==> config.mk <==
export PLATFORM = sky130hd
export DESIGN_NAME = line_edit_buffer
export DESIGN_NICKNAME = d
export VERILOG_FILES = /design/src/design/les_pkg.sv /design/src/design/les_mem.sv /design/src/design/les_ctrl.sv /design/src/design/line_edit_buffer.sv
export SDC_FILE = /design/constraint.sdc
export NUM_CORES = 2
export LEC_CHECK = 0
export BUFFER_PORTS_ARGS = -buffer_cell sky130_fd_sc_hd__buf_2
export CORE_AREA = 2 2 312 468
export CTS_CLUSTER_SIZE = 25
export DETAILED_ROUTE_END_ITERATION = 8
export DIE_AREA = 0 0 314 470
export GPL_ROUTABILITY_DRIVEN = 0
export HOLD_SLACK_MARGIN = 0.02
export MAX_ROUTING_LAYER = met4
export PLACE_DENSITY = 0.83
export SYNTH_ARGS = -nofsm -noshare
export SYNTH_HDL_FRONTEND = slang
export SYNTH_SLANG_ARGS = --single-unit
==> constraint.sdc <==
create_clock -name clk -period 5.52 [get_ports clk]
set_clock_uncertainty 0.2 [all_clocks]
set_input_delay 0.276 -clock clk [delete_from_list [all_inputs] [get_ports clk]]
set_output_delay 0.276 -clock clk [all_outputs]
set_load 0.01 [all_outputs]
==> src/design/les_pkg.sv <==
// shared widths, operation codes and status codes of the line edit buffer
`timescale 1ns / 1ps
`default_nettype none

package les_pkg;

    localparam int FUNC_W = 3;
    localparam int IDX_W  = 8;
    localparam int CHAR_W = 8;
    localparam int LEN_W  = 9;
    localparam int STAT_W = 2;

    localparam int MAX_LEN_DEFAULT = 256;

    // operation codes
    localparam logic [FUNC_W-1:0] FN_READ   = 3'd0;
    localparam logic [FUNC_W-1:0] FN_INSERT = 3'd1;
    localparam logic [FUNC_W-1:0] FN_DELETE = 3'd2;
    localparam logic [FUNC_W-1:0] FN_APPEND = 3'd3;
    localparam logic [FUNC_W-1:0] FN_CLEAR  = 3'd4;

    // status codes
    localparam logic [STAT_W-1:0] ST_OK    = 2'd0;
    localparam logic [STAT_W-1:0] ST_RANGE = 2'd1;
    localparam logic [STAT_W-1:0] ST_FULL  = 2'd2;

endpackage

`default_nettype wire

==> src/design/les_mem.sv <==
// character store: one write port, one read port with registered read data
`timescale 1ns / 1ps
`default_nettype none

module les_mem
    import les_pkg::*;
#(
    parameter int DEPTH = MAX_LEN_DEFAULT,
    parameter int AW    = $clog2(MAX_LEN_DEFAULT)
)
(
    input  wire logic              clk,
    input  wire logic              rd_en,
    input  wire logic [AW-1:0]     rd_addr,
    output logic      [CHAR_W-1:0] rd_data,
    input  wire logic              wr_en,
    input  wire logic [AW-1:0]     wr_addr,
    input  wire logic [CHAR_W-1:0] wr_data
);

    logic [CHAR_W-1:0] mem [DEPTH];
    logic [CHAR_W-1:0] rd_data_reg;

    always_ff @(posedge clk)
    begin
        if (wr_en)
        begin
            mem[wr_addr] <= wr_data;
        end
    end

    always_ff @(posedge clk)
    begin
        if (rd_en)
        begin
            rd_data_reg <= mem[rd_addr];
        end
    end

    assign rd_data = rd_data_reg;

endmodule

`default_nettype wire

==> src/design/les_ctrl.sv <==
// operation sequencer: range checks, tail shifting through the store, result register
`timescale 1ns / 1ps
`default_nettype none

module les_ctrl
    import les_pkg::*;
#(
    parameter int MAX_LEN = MAX_LEN_DEFAULT,
    parameter int AW      = $clog2(MAX_LEN_DEFAULT),
    parameter int CNT_W   = $clog2(MAX_LEN_DEFAULT + 1)
)
(
    input  wire logic              clk,
    input  wire logic              rst_n,
    input  wire logic              in_valid,
    output logic                   in_ready,
    input  wire logic [FUNC_W-1:0] func,
    input  wire logic [IDX_W-1:0]  index,
    input  wire logic [CHAR_W-1:0] char_in,
    output logic                   out_valid,
    input  wire logic              out_ready,
    output logic      [CHAR_W-1:0] char_out,
    output logic      [LEN_W-1:0]  line_length,
    output logic      [STAT_W-1:0] status,
    output logic                   rd_en,
    output logic      [AW-1:0]     rd_addr,
    input  wire logic [CHAR_W-1:0] rd_data,
    output logic                   wr_en,
    output logic      [AW-1:0]     wr_addr,
    output logic      [CHAR_W-1:0] wr_data
);

    localparam int CMP_W = (CNT_W > IDX_W) ? CNT_W : IDX_W;

    typedef enum logic [2:0] {
        S_IDLE,
        S_RD_WAIT,
        S_SHIFT_UP,
        S_SHIFT_DN,
        S_FIN
    } state_t;

    state_t            state_reg, state_next;
    logic [CNT_W-1:0]  count_reg, count_next;
    logic [CNT_W-1:0]  cur_reg, cur_next;
    logic [CNT_W-1:0]  pos_reg, pos_next;
    logic [CHAR_W-1:0] ch_reg, ch_next;
    logic              pend_reg, pend_next;
    logic [AW-1:0]     pend_addr_reg, pend_addr_next;
    logic [CHAR_W-1:0] res_char_reg, res_char_next;
    logic [STAT_W-1:0] res_stat_reg, res_stat_next;
    logic              out_valid_reg, out_valid_next;
    logic [CHAR_W-1:0] out_char_reg, out_char_next;
    logic [LEN_W-1:0]  out_len_reg, out_len_next;
    logic [STAT_W-1:0] out_stat_reg, out_stat_next;

    logic [CMP_W-1:0]  idx_w;
    logic [CMP_W-1:0]  cnt_w;
    logic [CNT_W-1:0]  cur_inc;
    logic [CNT_W-1:0]  cur_dec;
    logic              is_full;

    assign idx_w   = CMP_W'(index);
    assign cnt_w   = CMP_W'(count_reg);
    assign cur_inc = cur_reg + CNT_W'(1);
    assign cur_dec = cur_reg - CNT_W'(1);
    assign is_full = (count_reg == CNT_W'(MAX_LEN));

    assign in_ready = (state_reg == S_IDLE);

    always_comb
    begin
        state_next     = state_reg;
        count_next     = count_reg;
        cur_next       = cur_reg;
        pos_next       = pos_reg;
        ch_next        = ch_reg;
        pend_next      = pend_reg;
        pend_addr_next = pend_addr_reg;
        res_char_next  = res_char_reg;
        res_stat_next  = res_stat_reg;
        out_valid_next = out_valid_reg;
        out_char_next  = out_char_reg;
        out_len_next   = out_len_reg;
        out_stat_next  = out_stat_reg;
        rd_en          = 1'b0;
        rd_addr        = AW'(index);
        wr_en          = 1'b0;
        wr_addr        = pend_addr_reg;
        wr_data        = rd_data;

        if (out_ready)
        begin
            out_valid_next = 1'b0;
        end

        case (state_reg)
            S_IDLE:
            begin
                if (in_valid)
                begin
                    res_char_next = '0;
                    res_stat_next = ST_OK;
                    state_next    = S_FIN;
                    pend_next     = 1'b0;
                    ch_next       = char_in;
                    case (func)
                        FN_READ:
                        begin
                            if (idx_w < cnt_w)
                            begin
                                rd_en      = 1'b1;
                                state_next = S_RD_WAIT;
                            end
                            else
                            begin
                                res_stat_next = ST_RANGE;
                            end
                        end
                        FN_INSERT:
                        begin
                            if (idx_w > cnt_w)
                            begin
                                res_stat_next = ST_RANGE;
                            end
                            else if (is_full)
                            begin
                                res_stat_next = ST_FULL;
                            end
                            else
                            begin
                                pos_next   = CNT_W'(index);
                                cur_next   = count_reg;
                                state_next = S_SHIFT_UP;
                            end
                        end
                        FN_APPEND:
                        begin
                            if (is_full)
                            begin
                                res_stat_next = ST_FULL;
                            end
                            else
                            begin
                                pos_next   = count_reg;
                                cur_next   = count_reg;
                                state_next = S_SHIFT_UP;
                            end
                        end
                        FN_DELETE:
                        begin
                            if (idx_w >= cnt_w)
                            begin
                                res_stat_next = ST_RANGE;
                            end
                            else
                            begin
                                pos_next   = CNT_W'(index);
                                cur_next   = CNT_W'(index);
                                state_next = S_SHIFT_DN;
                            end
                        end
                        FN_CLEAR:
                        begin
                            count_next = '0;
                        end
                        default:
                        begin
                        end
                    endcase
                end
            end
            S_RD_WAIT:
            begin
                res_char_next = rd_data;
                state_next    = S_FIN;
            end
            S_SHIFT_UP:
            begin
                // write back the entry read last cycle, one slot higher
                if (pend_reg)
                begin
                    wr_en = 1'b1;
                end
                if (cur_reg > pos_reg)
                begin
                    rd_en          = 1'b1;
                    rd_addr        = AW'(cur_dec);
                    pend_next      = 1'b1;
                    pend_addr_next = AW'(cur_reg);
                    cur_next       = cur_dec;
                end
                else
                begin
                    pend_next = 1'b0;
                    if (!pend_reg)
                    begin
                        wr_en      = 1'b1;
                        wr_addr    = AW'(pos_reg);
                        wr_data    = ch_reg;
                        count_next = count_reg + CNT_W'(1);
                        state_next = S_FIN;
                    end
                end
            end
            S_SHIFT_DN:
            begin
                // write back the entry read last cycle, one slot lower
                if (pend_reg)
                begin
                    wr_en = 1'b1;
                end
                if (cur_inc < count_reg)
                begin
                    rd_en          = 1'b1;
                    rd_addr        = AW'(cur_inc);
                    pend_next      = 1'b1;
                    pend_addr_next = AW'(cur_reg);
                    cur_next       = cur_inc;
                end
                else
                begin
                    pend_next = 1'b0;
                    if (!pend_reg)
                    begin
                        count_next = count_reg - CNT_W'(1);
                        state_next = S_FIN;
                    end
                end
            end
            S_FIN:
            begin
                if (!out_valid_reg || out_ready)
                begin
                    out_valid_next = 1'b1;
                    out_char_next  = res_char_reg;
                    out_len_next   = LEN_W'(count_reg);
                    out_stat_next  = res_stat_reg;
                    state_next     = S_IDLE;
                end
            end
            default:
            begin
                state_next = S_IDLE;
            end
        endcase
    end

    always_ff @(posedge clk or negedge rst_n)
    begin
        if (!rst_n)
        begin
            state_reg     <= S_IDLE;
            count_reg     <= '0;
            cur_reg       <= '0;
            pos_reg       <= '0;
            ch_reg        <= '0;
            pend_reg      <= 1'b0;
            pend_addr_reg <= '0;
            res_char_reg  <= '0;
            res_stat_reg  <= ST_OK;
            out_valid_reg <= 1'b0;
            out_char_reg  <= '0;
            out_len_reg   <= '0;
            out_stat_reg  <= ST_OK;
        end
        else
        begin
            state_reg     <= state_next;
            count_reg     <= count_next;
            cur_reg       <= cur_next;
            pos_reg       <= pos_next;
            ch_reg        <= ch_next;
            pend_reg      <= pend_next;
            pend_addr_reg <= pend_addr_next;
            res_char_reg  <= res_char_next;
            res_stat_reg  <= res_stat_next;
            out_valid_reg <= out_valid_next;
            out_char_reg  <= out_char_next;
            out_len_reg   <= out_len_next;
            out_stat_reg  <= out_stat_next;
        end
    end

    assign out_valid   = out_valid_reg;
    assign char_out    = out_char_reg;
    assign line_length = out_len_reg;
    assign status      = out_stat_reg;

endmodule

`default_nettype wire

==> src/design/line_edit_buffer.sv <==
// top level of the line edit buffer: sequencer plus character store
//
// usage
// - input channel (in_valid/in_ready) carries func, index and char_in; one
//   transfer asks for read, insert, delete, append or clear
// - output channel (out_valid/out_ready) carries char_out, line_length and
//   status; every input transfer yields exactly one output transfer, in order
// - one item is worked on at a time; in_ready is high only while the
//   sequencer is idle, and rises again in the cycle out_valid is loaded
// - clear, refused and out-of-range items go straight to the output register;
//   a read first waits for the registered read data of the store; an insert or
//   a delete first moves the tail of the line, unless nothing lies behind it;
//   the tail moves one entry per cycle, read-to-write pipelined
// - worst case is an insert at index 0 with MAX_LEN-1 characters held, or a delete at index 0 with MAX_LEN held
// - the result sits in an output register; a new item can be taken while it
//   waits, and a finished result is held back until the register drains
// - reset clears the length to zero and empties the output register; the
//   store is not cleared, only entries below the length are ever read
// - a stalled receiver simply holds the result; nothing is lost
`timescale 1ns / 1ps
`default_nettype none

module line_edit_buffer
    import les_pkg::*;
#(
    parameter int MAX_LEN = MAX_LEN_DEFAULT
)
(
    input  wire logic              clk,
    input  wire logic              rst_n,
    input  wire logic              in_valid,
    output logic                   in_ready,
    input  wire logic [FUNC_W-1:0] func,
    input  wire logic [IDX_W-1:0]  index,
    input  wire logic [CHAR_W-1:0] char_in,
    output logic                   out_valid,
    input  wire logic              out_ready,
    output logic      [CHAR_W-1:0] char_out,
    output logic      [LEN_W-1:0]  line_length,
    output logic      [STAT_W-1:0] status
);

    // store address and length counter widths follow the capacity
    localparam int AW    = $clog2(MAX_LEN);
    localparam int CNT_W = $clog2(MAX_LEN + 1);

    // store port between sequencer and memory
    logic              rd_en;
    logic [AW-1:0]     rd_addr;
    logic [CHAR_W-1:0] rd_data;
    logic              wr_en;
    logic [AW-1:0]     wr_addr;
    logic [CHAR_W-1:0] wr_data;

    // sequencer: checks, shifting and the result register
    les_ctrl #(
        .MAX_LEN (MAX_LEN),
        .AW      (AW),
        .CNT_W   (CNT_W)
    ) u_ctrl (
        .clk         (clk),
        .rst_n       (rst_n),
        .in_valid    (in_valid),
        .in_ready    (in_ready),
        .func        (func),
        .index       (index),
        .char_in     (char_in),
        .out_valid   (out_valid),
        .out_ready   (out_ready),
        .char_out    (char_out),
        .line_length (line_length),
        .status      (status),
        .rd_en       (rd_en),
        .rd_addr     (rd_addr),
        .rd_data     (rd_data),
        .wr_en       (wr_en),
        .wr_addr     (wr_addr),
        .wr_data     (wr_data)
    );

    // character store with registered read data
    les_mem #(
        .DEPTH (MAX_LEN),
        .AW    (AW)
    ) u_mem (
        .clk     (clk),
        .rd_en   (rd_en),
        .rd_addr (rd_addr),
        .rd_data (rd_data),
        .wr_en   (wr_en),
        .wr_addr (wr_addr),
        .wr_data (wr_data)
    );

endmodule

`default_nettype wire

# Word-level counts from Yosys, hierarchy flattened

Memory sizes are Yosys's and may differ from the RTL's. A register that Yosys moved wholly into a read port is not among the register bits.
Cells that the tools add are included.

Add/subtract/negate cells: 4
Multipliers: 0
Divide/modulo/power cells: 0
$lt $le $gt $ge: 5
Equal/unequal tests: 25
Shift operators: 0
Mux-type cells: 66
Bitwise gates (word level): 0
Reduce and logical (&&, ||, !) cells: 17

Operators by type and width:

| cell                | count |
|---|---|
| $mux 9              | 15 |
| $pmux 9 s3          | 4 |
| $mux 8              | 11 |
| $pmux 8 s2          | 3 |
| $mux 3              | 9 |
| $reduce_and 7->1    | 3 |
| $add 9x1->9 const B | 2 |
| $ne 2x2->1 const B  | 9 |
| $sub 9x1->9 const B | 2 |
| $mux 1              | 16 |
| $pmux 3 s5          | 1 |
| $eq 3x2->1 const B  | 4 |
| $pmux 3 s4          | 1 |
| $eq 9x9->1 const B  | 1 |
| $ge 8x9->1          | 1 |
| $gt 8x9->1          | 1 |
| $gt 9x9->1          | 1 |
| $lt 8x9->1          | 1 |
| $lt 9x9->1          | 1 |
| $ne 2x1->1 const B  | 4 |
| $pmux 2 s4          | 1 |
| $reduce_and 2->1    | 4 |
| $eq 3x1->1 const B  | 2 |
| $eq 3x3->1 const B  | 2 |
| 12 further kinds    | 18 |

Flip-flop bits (word level): 77
Latch bits: 0
Memory bits (writable): 2048
Memory bits (read-only): 0
Bits of input ports: 23
Output and inout port bits: 21
Word-level logic and storage cells: 131
Memories: 1

Memory list:

| name      | words | bits a word | rd ports | clocked after Yosys merged registers in | write ports | line          | RTL |
|---|---|---|---|---|---|---|---|
| u_mem.mem | 256   | 8           | 1        | 1                                       | 1           | les_mem.sv:21 | `logic [CHAR_W-1:0] mem [DEPTH];` |

# Longest topological paths before layout

Word-level depth: 6
Mapped depth: 22
Mapped depth without buffers: 17

# Modules after synthesis

A second synthesis with hierarchy kept.

Cell total of the unflattened synthesis: 4301
Area total of the unflattened synthesis: 84736.3 sq um

Modules (own cells, without submodules):

| module   | instances | cells an instance | area an instance (sq um) | seq. area each (sq um) |
|---|---|---|---|---|
| les_mem  | 1         | 3733              | 79636.4                  | 61739.2 |
| les_ctrl | 1         | 568               | 5099.9                   | 1926.8 |

# Least setup slack after synthesis

OpenSTA, ideal clock, no wires.

Kind: register to register
From: reg u_ctrl.pos_reg[6]
To: mem u_mem.mem[0][0] (data pin)
Setup time: 555 ps
Arrival time: 4222 ps
Data required time: 4765 ps
Slack: 543 ps
Cell stages (with the launch flop): 11
Path buffers: 2
Clock period less this slack: 4977 ps
Cells stage by stage: dfrtp_1 > inv_1 > ha_1 > and4_4 > and3b_4 > a2111o_1 > nand2_2 > nand2_1 > clkbuf_1 > buf_1 > mux2_2

Longest elaborated chain between the ends: 3

RTL lines:

| element                     | line            | RTL |
|---|---|---|
| start, declared             | les_ctrl.sv:46  | `logic [CNT_W-1:0] pos_reg, pos_next;` |
| start signal, assigned      | les_ctrl.sv:272 | `pos_reg <= pos_next;` |
| $gt 9x9->1                  | les_ctrl.sv:185 | `if (cur_reg > pos_reg)` |
| $mux 8                      | les_ctrl.sv:185 |  |
| $mux 8                      | les_ctrl.sv:97  | `case (state_reg)` |
| named net u_ctrl.wr_data[0] | les_ctrl.sv:30  | `output logic [CHAR_W-1:0] wr_data` |
| end, declared               | les_mem.sv:21   |  |

The timed path passes the listed nets, and every way through them passes these cells.

# Worst setup path after layout

From: reg u_ctrl.cur_reg[4]
To: reg u_mem.rd_data_reg[0] (netlist: u_mem.rd_data[0]), read port of u_mem.mem (data pin)

Longest elaborated chain between the ends: 4
Elaborated cells between the ends (all ways): 10
Those cells by class: add/sub: 2; order compare: 2; mux: 6

RTL lines:

| element                                         | line            | RTL |
|---|---|---|
| start, declared                                 | les_ctrl.sv:45  | `logic [CNT_W-1:0] cur_reg, cur_next;` |
| start signal, assigned                          | les_ctrl.sv:271 | `cur_reg <= cur_next;` |
| $add 9x1->9                                     | les_ctrl.sv:65  | `assign cur_inc = cur_reg + CNT_W'(1);` |
| $lt 9x9->1                                      | les_ctrl.sv:213 | `if (cur_inc < count_reg)` |
| $mux 1 / $mux 8 (equally long branches)         | les_ctrl.sv:213 |  |
| $pmux 1 s3 / $pmux 8 s2 (equally long branches) | les_ctrl.sv:97  |  |
| end, declared                                   | les_mem.sv:22   | `logic [CHAR_W-1:0] rd_data_reg;` |

Parallel ways exist; a longest one is shown, timed or not.
A chain may end at the register's enable or synchronous reset.

==> impl_metrics.ini <==
[critical_path]
worstPathMaxFanout = 52
worst_path_largest_cell_delay_ns = 0.55
regToRegSetupSlack_ns = -0.19
cp-end-kind = register
crit_family = simple AND/OR/NAND/NOR gates
crit_required_ns = 5.99
arrival_ns = 6.17
worstReg2RegStart = u_ctrl.cur_reg[4]
r2r-end = u_mem.rd_data[0]
reg2regPathDepth = 19
cp.buffers_inverters = 4
start_kind = register
worstSetupPathType = register to register
crit_slowest_cell = or4_4
crit_chain = nand3_1, nor3_1, xor2_1, ha_1, nand4_1, a21oi_4, a211oi_2, or4_4, nand3_4, buf_12, buf_12, buf_4, a21oi_1, a22oi_1, o22ai_1, nor4_1, buf_4, o22ai_1, nor4_2

[synthesis]
synth_warnings = 0
synth_common_cells = edfxtp_1 (2,056), nand2_1 (1,733), nand3_1 (546), a21oi_1 (525), nor2_1 (347)
synth_most_common_cell = edfxtp_1
synth_ff_type = edfxtp_1
yosysSeqAreaShare_pct = 73.1
synth_edf_count = 2056
synthArstFlopShare_pct = 3.61
syn-instance-count = 6826
yosys-top-cells-area = edfxtp_1 (71%), nand2_1 (7.5%), nand3_1 (3.1%)
yosys.area.top_type = edfxtp_1
syn-cell-area_sq_mm = 0.0871
synth_top_area_share_pct = 70.9
synth_cell_types = 79
syn_area_per_cell_sq_um = 12.8
ys_ff_latch = 2133
syn_nets = 6884

[route]
route.vias.total = 63100
routed_wl_um = 270000
routedWlPerCell_um = 29.3
ant_nets = 0
drt_first_pass_iters = 9
drt_iter0_drc = 11300
drc = 0
viasPerCell = 6.84

[power_and_ir_drop]
swShare_pct = 29.5
switchingPower_mw = 11.5
vdd_drop_max_uv = 348
power_density_mw_per_mm2 = 395
pwr-share-seq_pct = 48.0
p_leak_nw = 34.6
p_clk_share_pct = 32.0
pwr-share-comb_pct = 20.0
internal-power_mw = 27.6

[status]
violations = negative setup slack
status = finished with violations

[cts]
cts_tree = yes
clock_path_buffers = 3
h-tree-depth = 4
clkLatencyLatePin_ns = 0.87
cts_buffers = 174
cts-root-buf = clkbuf_16
clkTransAtPathRegs_ns = 0.07
cts.sinks = 2133

[cells_and_area]
fillers = 8413
fin_cells = 9221
drive_above_1_share_pct = 13.3
final_core_util_pct = 68.8
fin_nets = 7207
area_delta_synth_final_pct = 13.9
largest_register_ffs = 2048
multiInputGateArea_sq_mm = 0.0217
design_area_sq_mm = 0.0991
regMostFlops = u_mem.mem
regArea_sq_mm = 0.0637

[sta]
fmax_mhz = 175
rsz0062_at_grt = true
period_share_pct = 103
hold_viol = 0
slew_headroom_pct = 27.3
timing.hold.ws_ns = 0.169
setup_viol = 8
report.final.slew_viol_count = 0
fin_ws_ns = -0.187
period_minus_slack_ns = 5.71
tightest_slew_ns = 1.09

[global_routing]
grt_pass1_wl_um = 389000
grt_max_degree = 98
antenna_found_initial = 21
grt_pass1_vias = 61600
overflow = 0
grt_use_total_pct = 37.2

[placed_design]
place_hpwl_um = 169000
io_buffers = 43
placed_cells = 8826
placed_area_sq_mm = 0.0924

[flow_run]
max-cap-violations = 0

[floorplanning]
start_util_pct = 60.5
dieArea_sq_mm = 0.148
chipWidth_um = 314
ios = 44
core_sq_mm = 0.144
fp.dieH_um = 470
rows = 171

[worst_hold_path]
hold_start = out_ready
hold_end = u_ctrl.out_valid
hold_path_depth = 4
hold_class = primary input to register
-- tightest hold or removal path, stage by stage --
cell and delay, ns:
dlygate4sd3_1 0.53, buf_2 0.09, nand2b_1 0.18, nand2_1 0.10
-- metal layers --
| layer | up-vias | wire (um) | track usage, % | part of all wire (%) |
|---|---|---|---|---|
| met5 | - | 0 | - | 0 |
| met4 | 0 | 30200 | 32.1 | 11 |
| met3 | 1684 | 35400 | 11.0 | 13 |
| met2 | 5745 | 126000 | 56.7 | 47 |
| met1 | 29900 | 78400 | 39.6 | 29 |
| li1 | 25800 | - | - | - |
-- stage by stage --
step,total power [mW],TNS (ns),worst slack (ns)
finish,39.1,-0.601,-0.187
global route,39.8,-1.44,-0.278
floorplan,22.8,0,0.543
CTS,38.3,-0.0116,-0.0116
detailed placement,26.1,-5.93,-0.151
global placement,25.9,-1.70,-0.0679
-- final cells by class --
| type | instances | area share [%] |
|---|---|---|
| clock inverters | 105 | 1.12 |
| diodes | 28 | 0.0707 |
| clock buffers | 212 | 4.58 |
| inverters | 35 | 0.133 |
| well taps | 1903 | 2.40 |
| flip-flops and latches | 2133 | 64.2 |
| multi-input cells | 4203 | 21.9 |
| repair buffers | 602 | 5.59 |
-- worst max-delay path by stage --
| stage | start | to | slack [ns] | cells after the start |
|---|---|---|---|---|
| after floorplan | u_ctrl.pos_reg[6] | u_mem.mem[0][0] | 0.54 | 10 |
| after global placement | u_ctrl.cur_reg[2] | u_mem.rd_data[5] | -0.07 | 18 |
| after detailed placement | u_ctrl.cur_reg[0] | u_mem.rd_data[5] | -0.15 | 19 |
| after CTS | u_ctrl.cur_reg[0] | u_mem.rd_data[7] | -0.01 | 18 |
| after global routing | u_ctrl.cur_reg[4] | u_mem.rd_data[0] | -0.28 | 21 |
| final | u_ctrl.cur_reg[4] | u_mem.rd_data[0] | -0.19 | 19 |
-- placed cells by master (no fill, tap or decap), types with 17 or more instances in the layout --
cell type,Yosys,layout
edfxtp_1,2056,2056
nand2_1,1733,1727
nand3_1,546,537
a21oi_1,525,522
buf_4,24,440
nor2_1,347,345
clkbuf_16,0,178
a22oi_1,174,165
o22ai_1,134,133
a31oi_1,107,102
and3_1,94,92
mux2i_1,82,82
dfrtp_1,77,76
buf_12,0,68
o21ai_0,44,43
buf_2,254,42
a211oi_1,37,36
inv_1,35,35
nor4_1,46,35
dlygate4sd3_1,0,34
ha_1,34,33
clkinv_2,0,33
clkbuf_1,138,33
clkinv_1,0,32
diode_2,0,28
mux2_2,34,26
nor3_1,23,22
o31ai_1,21,17
-- what timing repair did --
item / 4_1_cts / 5_1_grt
cloned: 0 / 4
resized for setup: 11 / 79
setup buffers: 5 / 6
pin swaps: 2 / 7
endpoints found under the hold margin: 119 / 0
setup endpoints to repair: 88 / 239
hold buffers: 35 / 0
-- power groups by stage --
stage                     clock network (mW)  logic [mW]  registers [mW]
after floorplan                            0        3.64            19.1
after global routing                    13.0        7.98            18.8
after global placement                     0        6.77            19.1
after CTS                               12.4        7.11            18.8
final                                   12.5        7.82            18.8
after detailed placement                   0        6.95            19.1
-- logic make-up (layout without fill, tap and decap cells) --
kind of cell             count (synthesis)  after routing  share of synthesized area (%)
AND/OR/NAND/NOR                       2885           2885                           14.1
flip-flops                            2133           2133                           73.1
AO/OA/AOI/OAI                         1146           1146                           8.09
buffers and inverters                  490            954                           2.60
multiplexers                           116            116                           1.38
adder cells (fa/ha/maj)                 35             35                          0.512
XOR/XNOR                                21             21                          0.211
other                                    0             28                              0
(Power assumes the default switching activity.)
